**src/sv/cdq_pkg.sv**
```systemverilog
// shared types, codes and defaults for the circular double-ended queue
package cdq_pkg;

    localparam int DEPTH_DEFAULT      = 16;
    localparam int DATA_WIDTH_DEFAULT = 32;

    // fixed field widths of the stream payload
    localparam int OPCODE_W = 2;
    localparam int WORD_W   = 32;
    localparam int STATUS_W = 2;
    localparam int OCC_W    = 5;
    localparam int OUT_TDATA_W = 48;

    // opcodes
    localparam logic [OPCODE_W-1:0] OP_PUSH_FRONT = 2'd0;
    localparam logic [OPCODE_W-1:0] OP_PUSH_REAR  = 2'd1;
    localparam logic [OPCODE_W-1:0] OP_POP_FRONT  = 2'd2;
    localparam logic [OPCODE_W-1:0] OP_POP_REAR   = 2'd3;

    // status codes
    localparam logic [STATUS_W-1:0] ST_DONE  = 2'd0;
    localparam logic [STATUS_W-1:0] ST_FULL  = 2'd1;
    localparam logic [STATUS_W-1:0] ST_EMPTY = 2'd2;

    // controller to datapath
    typedef struct packed {
        logic exec;
        logic load;
    } t_cmd;

    // datapath to controller
    typedef struct packed {
        logic out_free;
    } t_stat;

endpackage

```
**src/sv/cdq_ctrl.sv**
```systemverilog
// controller state machine for the circular double-ended queue
module cdq_ctrl
    import cdq_pkg::*;
(
    input  logic  i_clk,
    input  logic  i_rst_n,
    input  logic  i_s_tvalid,
    output logic  o_s_tready,
    input  t_stat i_stat,
    output t_cmd  o_cmd
);

    localparam logic [0:0] S_IDLE = 1'b0;
    localparam logic [0:0] S_LOAD = 1'b1;

    logic [0:0] r_state;
    logic [0:0] n_state;

    always_ff @(posedge i_clk) begin
        if (!i_rst_n) begin
            r_state <= S_IDLE;
        end else begin
            r_state <= n_state;
        end
    end

    always_comb begin
        n_state    = r_state;
        o_s_tready = 1'b0;
        o_cmd      = '0;
        case (r_state)
            S_IDLE: begin
                o_s_tready = 1'b1;
                if (i_s_tvalid) begin
                    o_cmd.exec = 1'b1;
                    n_state    = S_LOAD;
                end
            end
            S_LOAD: begin
                // wait for the output register to drain before loading
                if (i_stat.out_free) begin
                    o_cmd.load = 1'b1;
                    n_state    = S_IDLE;
                end
            end
            default: begin
                n_state = S_IDLE;
            end
        endcase
    end

endmodule

```
**src/sv/cdq_datapath.sv**
```systemverilog
// pointers, occupancy count, slot store and output register of the queue
module cdq_datapath
    import cdq_pkg::*;
#(
    parameter int DEPTH      = DEPTH_DEFAULT,
    parameter int DATA_WIDTH = DATA_WIDTH_DEFAULT
) (
    input  logic                   i_clk,
    input  logic                   i_rst_n,
    input  t_cmd                   i_cmd,
    output t_stat                  o_stat,
    input  logic [OPCODE_W-1:0]    i_opcode,
    input  logic [WORD_W-1:0]      i_data_in,
    input  logic                   i_m_tready,
    output logic                   o_m_tvalid,
    output logic [OUT_TDATA_W-1:0] o_m_tdata
);

    localparam int PTR_W = (DEPTH > 1) ? $clog2(DEPTH) : 1;
    localparam int CNT_W = $clog2(DEPTH + 1);
    localparam logic [PTR_W-1:0] PTR_LAST = PTR_W'(DEPTH - 1);
    localparam logic [CNT_W-1:0] CNT_FULL = CNT_W'(DEPTH);

    logic [DATA_WIDTH-1:0] r_mem [DEPTH];

    logic [PTR_W-1:0]    r_front;
    logic [PTR_W-1:0]    r_rear;
    logic [CNT_W-1:0]    r_count;
    logic [PTR_W-1:0]    n_front;
    logic [PTR_W-1:0]    n_rear;
    logic [CNT_W-1:0]    n_count;
    logic [STATUS_W-1:0] r_status;
    logic [STATUS_W-1:0] n_status;
    logic                r_pop_ok;
    logic                n_pop_ok;
    logic [DATA_WIDTH-1:0] r_rd_data;

    logic                wr_en;
    logic                rd_en;
    logic [PTR_W-1:0]    wr_addr;
    logic [PTR_W-1:0]    rd_addr;
    logic [DATA_WIDTH-1:0] wr_data;

    logic [PTR_W-1:0]    front_up;
    logic [PTR_W-1:0]    front_down;
    logic [PTR_W-1:0]    rear_up;
    logic [PTR_W-1:0]    rear_down;
    logic                at_front;

    logic                r_out_valid;
    logic [WORD_W-1:0]   r_out_removed;
    logic [STATUS_W-1:0] r_out_status;
    logic [OCC_W-1:0]    r_out_occ;
    logic                r_out_full;
    logic                r_out_empty;

    assign front_up   = (r_front == PTR_LAST) ? '0 : r_front + 1'b1;
    assign front_down = (r_front == '0) ? PTR_LAST : r_front - 1'b1;
    assign rear_up    = (r_rear == PTR_LAST) ? '0 : r_rear + 1'b1;
    assign rear_down  = (r_rear == '0) ? PTR_LAST : r_rear - 1'b1;
    assign at_front   = (i_opcode == OP_PUSH_FRONT) || (i_opcode == OP_POP_FRONT);
    assign wr_data    = DATA_WIDTH'($unsigned(i_data_in));

    always_comb begin
        n_front  = r_front;
        n_rear   = r_rear;
        n_count  = r_count;
        n_status = ST_DONE;
        n_pop_ok = 1'b0;
        wr_en    = 1'b0;
        rd_en    = 1'b0;
        wr_addr  = '0;
        rd_addr  = at_front ? r_front : r_rear;
        if (i_cmd.exec) begin
            case (i_opcode)
                OP_PUSH_FRONT, OP_PUSH_REAR: begin
                    if (r_count == CNT_FULL) begin
                        n_status = ST_FULL;
                    end else begin
                        wr_en   = 1'b1;
                        n_count = r_count + 1'b1;
                        if (r_count == '0) begin
                            // first word always lands in slot 0
                            n_front = '0;
                            n_rear  = '0;
                            wr_addr = '0;
                        end else if (at_front) begin
                            n_front = front_down;
                            wr_addr = front_down;
                        end else begin
                            n_rear  = rear_up;
                            wr_addr = rear_up;
                        end
                    end
                end
                OP_POP_FRONT, OP_POP_REAR: begin
                    if (r_count == '0) begin
                        n_status = ST_EMPTY;
                    end else begin
                        rd_en    = 1'b1;
                        n_pop_ok = 1'b1;
                        n_count  = r_count - 1'b1;
                        if (r_count == CNT_W'(1)) begin
                            n_front = '0;
                            n_rear  = '0;
                        end else if (at_front) begin
                            n_front = front_up;
                        end else begin
                            n_rear  = rear_down;
                        end
                    end
                end
                default: begin
                    n_status = ST_DONE;
                end
            endcase
        end
    end

    always_ff @(posedge i_clk) begin
        if (!i_rst_n) begin
            r_front <= '0;
            r_rear  <= '0;
            r_count <= '0;
        end else begin
            r_front <= n_front;
            r_rear  <= n_rear;
            r_count <= n_count;
        end
    end

    always_ff @(posedge i_clk) begin
        if (i_cmd.exec) begin
            r_status <= n_status;
            r_pop_ok <= n_pop_ok;
        end
    end

    // slot store, one write and one registered read port
    always_ff @(posedge i_clk) begin
        if (wr_en) begin
            r_mem[wr_addr] <= wr_data;
        end
        if (rd_en) begin
            r_rd_data <= r_mem[rd_addr];
        end
    end

    always_ff @(posedge i_clk) begin
        if (!i_rst_n) begin
            r_out_valid <= 1'b0;
        end else if (i_cmd.load) begin
            r_out_valid <= 1'b1;
        end else if (i_m_tready) begin
            r_out_valid <= 1'b0;
        end
    end

    always_ff @(posedge i_clk) begin
        if (i_cmd.load) begin
            r_out_removed <= r_pop_ok ? WORD_W'(r_rd_data) : '0;
            r_out_status  <= r_status;
            r_out_occ     <= OCC_W'(r_count);
            r_out_full    <= (r_count == CNT_FULL);
            r_out_empty   <= (r_count == '0);
        end
    end

    assign o_stat.out_free = !r_out_valid || i_m_tready;
    assign o_m_tvalid      = r_out_valid;
    assign o_m_tdata       = {7'd0, r_out_empty, r_out_full, r_out_occ, r_out_status,
                              r_out_removed};

endmodule

```
**src/sv/circular_double_ended_queue_core.sv**
```systemverilog
// top level of the circular double-ended queue
//
// A double-ended queue of DEPTH words in a circular store. Each input
// transaction carries an opcode in tuser (push front, push rear, pop front,
// pop rear) and a word in tdata, and produces exactly one output transaction
// with the popped word (zero on a push or a rejected pop), a status (done,
// full, empty), the occupancy after the operation and full/empty flags. An
// operation runs in order after acceptance: first the pointers are updated
// and the store is accessed, whose read port is registered, then the read
// word moves into the output register once that register is free. The next
// transaction is accepted once the result sits in the output register, so
// a new operation is not taken before the last one has been loaded there.
// No clearing pass is needed after reset.
module circular_double_ended_queue_core
    import cdq_pkg::*;
#(
    parameter int DEPTH      = DEPTH_DEFAULT,
    parameter int DATA_WIDTH = DATA_WIDTH_DEFAULT
) (
    input  logic                   i_clk,
    input  logic                   i_rst_n,
    input  logic                   i_s_tvalid,
    output logic                   o_s_tready,
    input  logic [WORD_W-1:0]      i_s_tdata,   // data_in[31:0]
    input  logic [OPCODE_W-1:0]    i_s_tuser,   // opcode[1:0]
    output logic                   o_m_tvalid,
    input  logic                   i_m_tready,
    // removed_value[31:0], status[33:32], occupancy[38:34], is_full[39],
    // is_empty[40], zero[47:41]
    output logic [OUT_TDATA_W-1:0] o_m_tdata
);

    t_cmd  cmd;
    t_stat stat;

    cdq_ctrl u_ctrl (
        .i_clk      (i_clk),
        .i_rst_n    (i_rst_n),
        .i_s_tvalid (i_s_tvalid),
        .o_s_tready (o_s_tready),
        .i_stat     (stat),
        .o_cmd      (cmd)
    );

    cdq_datapath #(
        .DEPTH      (DEPTH),
        .DATA_WIDTH (DATA_WIDTH)
    ) u_datapath (
        .i_clk      (i_clk),
        .i_rst_n    (i_rst_n),
        .i_cmd      (cmd),
        .o_stat     (stat),
        .i_opcode   (i_s_tuser),
        .i_data_in  (i_s_tdata),
        .i_m_tready (i_m_tready),
        .o_m_tvalid (o_m_tvalid),
        .o_m_tdata  (o_m_tdata)
    );

endmodule
```
**config.mk**
```make
export PLATFORM = sky130hd
export DESIGN_NAME = circular_double_ended_queue_core
export DESIGN_NICKNAME = d
export VERILOG_FILES = /design/src/sv/cdq_pkg.sv /design/src/sv/cdq_ctrl.sv /design/src/sv/cdq_datapath.sv /design/src/sv/circular_double_ended_queue_core.sv
export SDC_FILE = /design/constraint.sdc
export NUM_CORES = 1
export LEC_CHECK = 0
export ABC_AREA = 1
export BUFFER_PORTS_ARGS = -buffer_cell sky130_fd_sc_hd__buf_2
export CORE_MARGIN = 2
export CORE_UTILIZATION = 40
export DETAILED_ROUTE_END_ITERATION = 10
export GPL_TIMING_DRIVEN = 1
export HOLD_SLACK_MARGIN = 0.15
export RECOVER_POWER = 100
export SYNTH_ARGS = -nofsm -noshare
export SYNTH_HDL_FRONTEND = slang
export SYNTH_SLANG_ARGS = --single-unit
```
**constraint.sdc**
```tcl
create_clock -name i_clk -period 4.8 [get_ports i_clk]
set_input_delay 0.96 -clock i_clk [delete_from_list [all_inputs] [get_ports i_clk]]
set_output_delay 0.96 -clock i_clk [all_outputs]
set_load 0.05 [all_outputs]
```
==> flow_summary_export.csv, run 1 <==
group,metric,value,unit
outcome,status,"finished, violations left",
outcome,violations,"capacitance limit, slew limit",
pwr,p_leak,12.4,nW
sta,maxSlewViolCount,223,
worst_setup_path,critPathMaxStageDelay,1100,ps
worst_setup_path,crit_fanout,128,
cts,cts_inserted_buffers,60,
floorplanning,std_cell_rows,94,
synth,yosysTopAreaCell,"edfxtp_1",
detailed_routing,drc,0,
sta,hold_violations,0,
global_route,overflow,0,
layout,finalInstanceArea,29400,um^2
synth,yosysMostFrequentCell,"nand2_1",
floorplanning,die_w,261,um
synth,yosysWarningCount,0,
worst_setup_path,worstPathRequired,5180,ps
detailed_routing,first_iter_violations,1432,
cts,cts_buffer_depth,3,
min_path,worstHoldEndpoint,"u_datapath.r_out_status[0]",
detailed_routing,avgRoutedWirePerCell,17.6,um
worst_setup_path,cp_common_cell,"nand3_1",
min_path,hold_class,"flop to flop",
cts,ctsHoldBuffers,0,
layout,fin_nets,2661,
worst_setup_path,cp_num_buf_inv,3,
pwr,power,12.3,mW
placement,post-place-ws,1070,ps
cts,path_clk_slew,60,ps
synth,seq_area_frac_synth,0.681,
min_path,hold_start,"u_datapath.r_status[0]",
cts,tritoncts,"yes",
layout,num-fill-cells,6071,
floorplanning,initial_core_util,0.403,
synth,synthesis.instances,2545,
placement,dpl_cell_area,27700,um^2
global_route,grt_start_max_net_pins,129,
floorplanning,io_pins,88,
worst_setup_path,end_kind,"flop",
cts,root_buffer,"clkbuf_16",
sta,fin_crit_sh,0.786,
global_route,grt_pass1_vias,16400,
synth,async_flop_share,0,
synth,synth.avg_cell_area,10.4,um^2
worst_setup_path,reg2reg_to,"u_datapath.r_mem[1][22]",
pwr,ir_worst_vdd,0.000309,V
detailed_routing,final_antenna_net_count,0,
worst_setup_path,reg2reg_from,"u_datapath.r_front[0]",
global_route,grt_pass1_wl,95900,um
detailed_routing,dr.pass1.iters,5,
global_route,grt_util_all_layers,0.185,
cts,h-tree-depth,2,
worst_setup_path,startpoint_type,"input port",
detailed_routing,vias,17100,
synth,post-synth-top-area-fraction,0.669,
sta,fin_ws,1030,ps
sta,worstMarginPinSlew,2100,ps
worst_setup_path,r2r_setup_slack,1070,ps
cts,cts_sinks,603,
layout,fin_cells,3529,
worst_setup_path,reg2reg_depth,10,
synth,synth_edf_count,588,
layout,area_growth,11.4,%
floorplanning,die_area,68000,um^2
synth,ys_types,28,
cts,cts_setup_buffers,0,
synth,synthFlopType,"edfxtp_1",
min_path,hold_depth,0,
placement,portBuffers,80,
pwr,p_per_area,418,nW/um^2
sta,setup_viol,0,
worst_setup_path,crit_path_cell_trace,"buf_2, inv_1, nand2_4, nand2_4, clkbuf_1, nand2_1, nand3_1, nand3_1, nand3_1, nand2_1",
worst_setup_path,cpMaxStageDelayCell,"nand2_4",
job,drv_cap,6,
cts,clk_latency,640,ps
cts,cts_resized,0,
sta,slew-limit-headroom,-0.403,
worst_setup_path,critical_path_class,"input port to flop",
layout,antenna_cells,0,
placement,hpwl,35400,um
synth,netlist_top_cells_area,"edfxtp_1 (67%), nand2_1 (9.3%), nand3_1 (9.1%), inv_1 (8.2%), buf_2 (1.2%)",
synth,ys_ff_latch,603,
detailed_routing,vias_per_cell,4.84,
sta,fmax,265,MHz
floorplanning,die_h,261,um
synth,synth_area,26400,um^2
placement,place_inst,3417,
sta,clock_skew,20.5,ps
placement,place_congestion,0.833,
synth,synth_common_cells,"nand2_1 (655), edfxtp_1 (588), inv_1 (574)",
detailed_routing,wl,62300,um
floorplanning,fp.coreArea,65500,um^2
sta,fin_crit,3770,ps
global_route,grt_antenna_before_repair,0,
worst_setup_path,crit_family,"simple AND/OR/NAND/NOR gates",
sta,tns,0,ps
layout,drive_gt1_frac,0.0510,
worst_setup_path,arrival,4150,ps
sta,rsz0062_at_grt,"false",
==> logic make-up after synthesis <==
family          Yosys count  share of synthesized area
fa+ha+maj                 8                    0.00379
compound gates           21                    0.00422
buf+inv                 698                      0.112
other cells               1                   0.000142
simple gates           1211                      0.199
flops                   603                      0.681
xor+xnor                  3                   0.000996
==> flip-flops by register name, indices dropped and copies added (netlist names) <==
signal	cells
u_ctrl.r_state	1
u_datapath.o_m_tvalid	1
u_datapath.r_count	5
u_datapath.r_front	4
u_datapath.r_mem	512
u_datapath.r_out_empty	1
u_datapath.r_out_full	1
u_datapath.r_out_occ	5
u_datapath.r_out_removed	32
u_datapath.r_out_status	2
u_datapath.r_pop_ok	1
u_datapath.r_rd_data	32
u_datapath.r_rear	4
u_datapath.r_status	2
==> power breakdown <==
| group | switching [mW] | internal, mW | total (mW) | leakage [nW] |
|---|---|---|---|---|
| Combinational | 1.20 | 0.409 | 1.61 | 5.99 |
| Sequential | 0.0530 | 5.96 | 6.01 | 5.45 |
| Clock | 1.99 | 2.66 | 4.65 | 0.941 |
| Total | 3.24 | 9.03 | 12.3 | 12.4 |
==> metal layers <==
metal,vias to the layer above,GRT usage,wire length [um]
met2,538,0.308,29800
li1,8273,-,-
met3,79,0.0258,3900
met4,0,0.0481,1140
met1,8191,0.254,27400
met5,-,0,0
==> how the worst max path moves through the flow <==
stage	startpoint	endpoint	slack [ps]	cells past startpoint
6_report	i_s_tuser[0]	u_datapath.r_rd_data[14]	1030	10
5_1_grt	i_s_tuser[0]	u_datapath.r_rd_data[14]	800	10
4_1_cts	u_datapath.r_count[0]	u_datapath.r_mem[6][18]	1610	8
3_5_place_dp	i_s_tvalid	u_datapath.r_mem[6][26]	1070	8
3_3_place_gp	i_s_tvalid	u_datapath.r_mem[6][23]	1100	8
2_1_floorplan	i_s_tuser[1]	u_datapath.r_rd_data[0]	800	3
==> layout by cell type, fill, tap and decap left out, types with 2 or more instances in the layout <==
master | netlist | final
a21oi_1 | 8 | 8
buf_12 | 0 | 5
buf_2 | 62 | 4
buf_4 | 23 | 14
bufinv_16 | 0 | 6
clkbuf_1 | 10 | 113
clkbuf_16 | 0 | 61
clkbuf_2 | 0 | 5
clkinv_1 | 0 | 11
clkinv_2 | 0 | 10
clkinvlp_4 | 0 | 2
conb_1 | 1 | 7
dfxtp_1 | 15 | 15
edfxtp_1 | 588 | 588
ha_1 | 8 | 8
inv_1 | 574 | 575
inv_6 | 0 | 2
nand2_1 | 655 | 655
nand2_2 | 4 | 3
nand2_4 | 2 | 2
nand3_1 | 481 | 482
nand3b_1 | 9 | 9
nand4_1 | 4 | 4
nor2_1 | 52 | 39
nor2_4 | 1 | 14
nor3_1 | 2 | 2
o21ai_0 | 9 | 9
o21ai_4 | 0 | 3
xor2_1 | 2 | 2
==> area by class of cell <==
type	instances	area, um^2	area share
sequential	603	18000	0.611
multi-input combinational	1250	5630	0.192
inverter	577	2170	0.0739
clock buffer	79	1590	0.0542
tap	864	1080	0.0368
timing repair buffer	123	607	0.0206
clock inverter	33	350	0.0119
==> through the flow <==
stage                     hold slack [ps]   util
final                                 419  0.449
after global routing                  426  0.449
after CTS                             424  0.452
after detailed placement              409  0.423
after global placement                406  0.423
after floorplan                       400      -
Power figures use the tool's default switching activity.
==> run 2: changes to the inputs <==
==> constraint.sdc (replaced) <==
create_clock -name i_clk -period 3.43 [get_ports i_clk]
set_input_delay 0.686 -clock i_clk [delete_from_list [all_inputs] [get_ports i_clk]]
set_output_delay 0.686 -clock i_clk [all_outputs]
set_load 0.05 [all_outputs]
==> flow_summary_export.csv, run 2 (same netlist as run 1, synthesis figures left out) <==
group,metric,value,unit
outcome,status,"finished, violations left",
outcome,violations,"capacitance limit, slew limit",
min_path,hold_start,"i_m_tready",
detailed_routing,met3_length,3740,um
min_path,hold_class,"input port to flop",
layout,largest_reg_flops,512,
worst_setup_path,critPathMaxStageDelay,1060,ps
global_route,grt_pass1_wl,94700,um
detailed_routing,wl_met2,29300,um
sta,setup_viol,0,
global_route,grt_antenna_before_repair,0,
placement,hpwl,34800,um
layout,top_regs,"u_datapath.r_mem: 512 flops, u_datapath.r_out_removed: 32 flops, u_datapath.r_rd_data: 32 flops",
detailed_routing,dr.pass1.iters,5,
worst_setup_path,reg2reg_from,"u_datapath.r_front[0]",
detailed_routing,avgRoutedWirePerCell,17.2,um
sta,hold_violations,0,
layout,fin_nets,2676,
sta,slew-limit-headroom,-0.249,
cts,cts_setup_buffers,0,
cts,cts_resized,0,
layout,finalInstanceArea,29600,um^2
floorplanning,die_area,68000,um^2
worst_setup_path,arrival,3400,ps
floorplanning,io_pins,88,
pwr,p_per_area,583,nW/um^2
worst_setup_path,crit_family,"buffers and inverters",
global_route,grt_start_max_net_pins,129,
sta,rsz0062_at_grt,"false",
cts,root_buffer,"clkbuf_16",
detailed_routing,vias_per_cell,4.82,
worst_setup_path,cp_common_cell,"nand3_1",
layout,antenna_cells,0,
worst_setup_path,reg2reg_to,"u_datapath.r_rd_data[2]",
detailed_routing,final_antenna_net_count,0,
detailed_routing,highest_layer,"met4",
worst_setup_path,crit_path_cell_trace,"inv_1, nand2_4, nand2_4, clkbuf_2, nand2_1, nand3_1, nand3_1, nand3_1, nand2_1",
min_path,worstHoldEndpoint,"u_datapath.o_m_tvalid",
floorplanning,die_h,261,um
layout,regMostFlops,"u_datapath.r_mem",
cts,path_clk_slew,60,ps
sta,maxSlewViolCount,129,
worst_setup_path,r2r_setup_slack,400,ps
min_path,hold_depth,4,
cts,cts_inserted_buffers,60,
job,drv_cap,1,
worst_setup_path,cp_num_buf_inv,2,
global_route,overflow,0,
sta,clock_skew,23.0,ps
sta,fmax,330,MHz
floorplanning,std_cell_rows,94,
worst_setup_path,critical_path_class,"flop to flop",
worst_setup_path,worstPathRequired,3800,ps
floorplanning,fp.coreArea,65500,um^2
detailed_routing,vias,17100,
global_route,grt_util_all_layers,0.181,
sta,tns,0,ps
worst_setup_path,startpoint_type,"flop",
floorplanning,die_w,261,um
worst_setup_path,cpMaxStageDelayCell,"clkbuf_2",
layout,area_growth,12.2,%
global_route,grt_pass1_vias,16800,
cts,cts_buffer_depth,3,
cts,h-tree-depth,2,
placement,place_congestion,0.805,
detailed_routing,first_iter_violations,1497,
worst_setup_path,reg2reg_depth,9,
sta,worstMarginPinSlew,1870,ps
sta,fin_crit,3030,ps
worst_setup_path,end_kind,"flop",
placement,dpl_cell_area,27900,um^2
layout,drive_gt1_frac,0.0657,
sta,fin_crit_sh,0.885,
layout,final_cell_mix,"nand2_1 (655), edfxtp_1 (588), inv_1 (574)",
placement,portBuffers,80,
layout,layout_commonest_cell,"nand2_1",
detailed_routing,drc,0,
cts,clk_latency,650,ps
cts,ctsHoldBuffers,0,
pwr,p_leak,12.5,nW
cts,tritoncts,"yes",
worst_setup_path,crit_fanout,59,
floorplanning,initial_core_util,0.403,
detailed_routing,wl,60900,um
detailed_routing,wl_met1,26500,um
cts,cts_sinks,603,
pwr,ir_worst_vdd,0.000391,V
==> run 2: cell types whose count changed in the layout (fill, tap and decap cells not counted), moves of 2 or more <==
| cell | before | now |
|---|---|---|
| nor2_4 | 14 | 12 |
| clkbuf_8 | 0 | 2 |
| buf_4 | 14 | 18 |
| inv_16 | 0 | 2 |
| clkinv_1 | 11 | 9 |
| clkbuf_4 | 0 | 5 |
| buf_12 | 5 | 9 |
| clkbuf_1 | 113 | 88 |
| clkbuf_2 | 5 | 23 |
| nor2_1 | 39 | 41 |
| clkinv_2 | 10 | 15 |
==> run 2: cell type report <==
| type | count | area [um^2] |
|---|---|---|
| fillers | 6013 | 35900 |
| flip-flops and latches | 603 | 18000 |
| multi-input cells | 1250 | 5640 |
| inverters | 577 | 2170 |
| clock buffers | 73 | 1590 |
| well taps | 864 | 1080 |
| repair buffers | 138 | 786 |
| clock inverters | 36 | 363 |
==> run 2: worst max-delay path by stage <==
| stage | from | end | slack [ps] | cells past startpoint |
|---|---|---|---|---|
| global route | u_datapath.r_count[0] | u_datapath.r_mem[15][15] | 180 | 8 |
| detailed placement | i_s_tvalid | u_datapath.r_mem[10][20] | 590 | 8 |
| floorplan | i_s_tvalid | u_datapath.r_mem[12][0] | 0.5 | 6 |
| finish | u_datapath.r_front[0] | u_datapath.r_rd_data[2] | 400 | 9 |
| CTS | u_datapath.r_count[0] | u_datapath.r_mem[10][20] | 590 | 8 |
| global placement | i_s_tvalid | u_datapath.r_mem[10][19] | 650 | 8 |
==> run 2: worst min-delay path: cells and delay by family <==
family / cells / cell delay, ps
and+or+nand+nor: 1 / 60
AOI/OAI and AO/OA: 1 / 50
buffers and inverters: 2 / 130
==> run 2: per-stage QoR <==
step / setup slack, ps / utilization / hold WS, ps / power, mW / cells
floorplan: 0.482 / - / 400 / 10.2 / 2551
global placement: 650 / 0.426 / 405 / 10.8 / 3432
detailed placement: 590 / 0.426 / 408 / 10.9 / 3432
CTS: 592 / 0.456 / 318 / 17.4 / 3541
global route: 178 / 0.452 / 375 / 18.0 / 3541
finish: 396 / 0.452 / 359 / 17.2 / 3541
==> run 2: power by group <==
part | internal, mW | switching (mW) | total, mW
sequential | 8.34 | 0.0835 | 8.42
clock | 3.75 | 2.82 | 6.57
combinational | 0.606 | 1.64 | 2.24
==> run 2: routing by layer <==
layer | track usage | vias to the layer above
met5 | 0 | -
met4 | 0.0503 | 0
met3 | 0.0349 | 89
met2 | 0.304 | 466
met1 | 0.239 | 8185
li1 | - | 8310
==> run 3: changes to the inputs <==
--- a/config.mk
+++ b/config.mk
@@ -8,11 +8,13 @@
 export ABC_AREA = 1
 export BUFFER_PORTS_ARGS = -buffer_cell sky130_fd_sc_hd__buf_2
 export CORE_MARGIN = 2
-export CORE_UTILIZATION = 40
+export CORE_UTILIZATION = 56
 export DETAILED_ROUTE_END_ITERATION = 10
 export GPL_TIMING_DRIVEN = 1
 export HOLD_SLACK_MARGIN = 0.15
+export PLACE_DENSITY = 0.76
 export RECOVER_POWER = 100
+export SKIP_CTS_REPAIR_TIMING = 1
 export SYNTH_ARGS = -nofsm -noshare
 export SYNTH_HDL_FRONTEND = slang
 export SYNTH_SLANG_ARGS = --single-unit
==> flow_summary_export.csv, run 3 (same netlist as run 1, synthesis figures left out) <==
group,metric,value,unit
floorplanning,die_h,221,um
pwr,swShare,0.259,
cts,cts_buffer_depth,3,
global_route,overflow,0,
layout,regMostFlops,"u_datapath.r_mem",
worst_setup_path,worstPathRequired,3890,ps
floorplanning,die_w,221,um
worst_setup_path,startpoint_type,"flop",
floorplanning,io_pins,88,
sta,hold_violations,0,
detailed_routing,first_iter_violations,1540,
detailed_routing,final_antenna_net_count,0,
sta,worstMarginPinSlew,1810,ps
worst_setup_path,end_kind,"flop",
job,drv_cap,1,
pwr,seq_power_share,0.499,
detailed_routing,dr.pass1.iters,6,
global_route,grt_util_all_layers,0.236,
layout,largest_reg_flops,512,
layout,drive_gt1_frac,0.0625,
layout,layout_commonest_cell,"nand2_1",
min_path,hold_class,"input port to flop",
cts,clk_latency,620,ps
cts,root_buffer,"clkbuf_16",
layout,final_cell_mix,"nand2_1 (655), edfxtp_1 (588), inv_1 (574)",
pwr,switchingPower,4.37,mW
global_route,grt_start_max_net_pins,129,
layout,area_growth,10.5,%
detailed_routing,wl,57300,um
sta,slew-limit-headroom,-0.206,
sta,fin_ws,422,ps
pwr,p_per_area,579,nW/um^2
layout,fin_nets,2670,
pwr,clock_power_share,0.369,
outcome,status,"finished, violations left",
sta,fin_crit_sh,0.877,
placement,post-place-ws,491,ps
pwr,combPwrFrac,0.132,
placement,place_congestion,0.859,
detailed_routing,vias_per_cell,5.36,
worst_setup_path,arrival,3470,ps
floorplanning,die_area,48900,um^2
sta,rsz0062_at_grt,"false",
sta,maxSlewViolCount,129,
sta,fmax,332,MHz
pwr,ir_worst_vdd,0.000451,V
cts,cts_inserted_buffers,58,
detailed_routing,vias,17600,
outcome,violations,"capacitance limit, slew limit",
placement,portBuffers,80,
global_route,grt_pass1_wl,90700,um
floorplanning,std_cell_rows,79,
cts,path_clk_slew,60,ps
detailed_routing,avgRoutedWirePerCell,17.5,um
layout,top_regs,"u_datapath.r_mem: 512 flops, u_datapath.r_out_removed: 32 flops, u_datapath.r_rd_data: 32 flops",
floorplanning,fp.coreArea,46600,um^2
sta,fin_crit,3010,ps
layout,antenna_cells,0,
cts,tritoncts,"yes",
cts,cts_sinks,603,
global_route,grt_antenna_before_repair,0,
detailed_routing,drc,0,
sta,tns,0,ps
placement,hpwl,33700,um
worst_setup_path,crit_fanout,128,
sta,setup_viol,0,
cts,h-tree-depth,2,
global_route,grt_pass1_vias,17400,
floorplanning,initial_core_util,0.567,
sta,clock_skew,15.1,ps
pwr,p_int,12.5,mW
worst_setup_path,critical_path_class,"flop to flop",
pwr,p_leak,12.5,nW
## run 3: routing by layer
layer	vias to the layer above	global-route usage	part of all wire
li1	8297	-	-
met1	8433	0.295	0.40
met2	674	0.405	0.50
met3	159	0.0404	0.068
met4	0	0.101	0.033
met5	-	0	0
## run 3: worst paths after layout
path / start / end / slack, ps / depth (start not counted)
max: u_datapath.r_front[1] / u_datapath.r_rd_data[2] / 420 / 7
min: i_m_tready / u_datapath.o_m_tvalid / 380 / 4
max reg2reg: u_datapath.r_front[1] / u_datapath.r_rd_data[2] / 420 / 7
min reg2reg: u_datapath.r_status[0] / u_datapath.r_out_status[0] / 430 / 0
## run 3: worst max-delay path, cell delays in order (launching register included)
cell      delay [ps]
dfxtp_1          420
inv_1            170
o21ai_4          180
clkbuf_4        1340
nand3_1          170
nand3_1          170
nand3_1          140
nand2_1          180
## run 3: final cells by class
cell class              count  area, um^2
clock buffers              67        1510
fillers                  3469       17400
inverters                 577        2170
flip-flops and latches    603       18000
well taps                 607         759
clock inverters            40         349
multi-input cells        1250        5660
repair buffers            134         751
## run 3: power by group through the flow
stage	combinational, mW	sequential (mW)	clock, mW
after floorplan	1.50	8.67	0
after global placement	2.17	8.57	0
after detailed placement	2.25	8.57	0
after CTS	2.26	8.42	6.31
after global routing	2.47	8.44	6.61
final	2.23	8.42	6.24
## run 3: through the flow
step                utilization  cells  hold slack [ps]  total power [mW]  cell area (um^2)
global route              0.626   3278              403              17.5             29200
CTS                       0.632   3278              353              17.0             29400
detailed placement        0.593   3171              414              10.8             27600
finish                    0.626   3278              376              16.9             29200
floorplan                     -   2551              400              10.2             26400
global placement          0.593   3171              420              10.7             27600
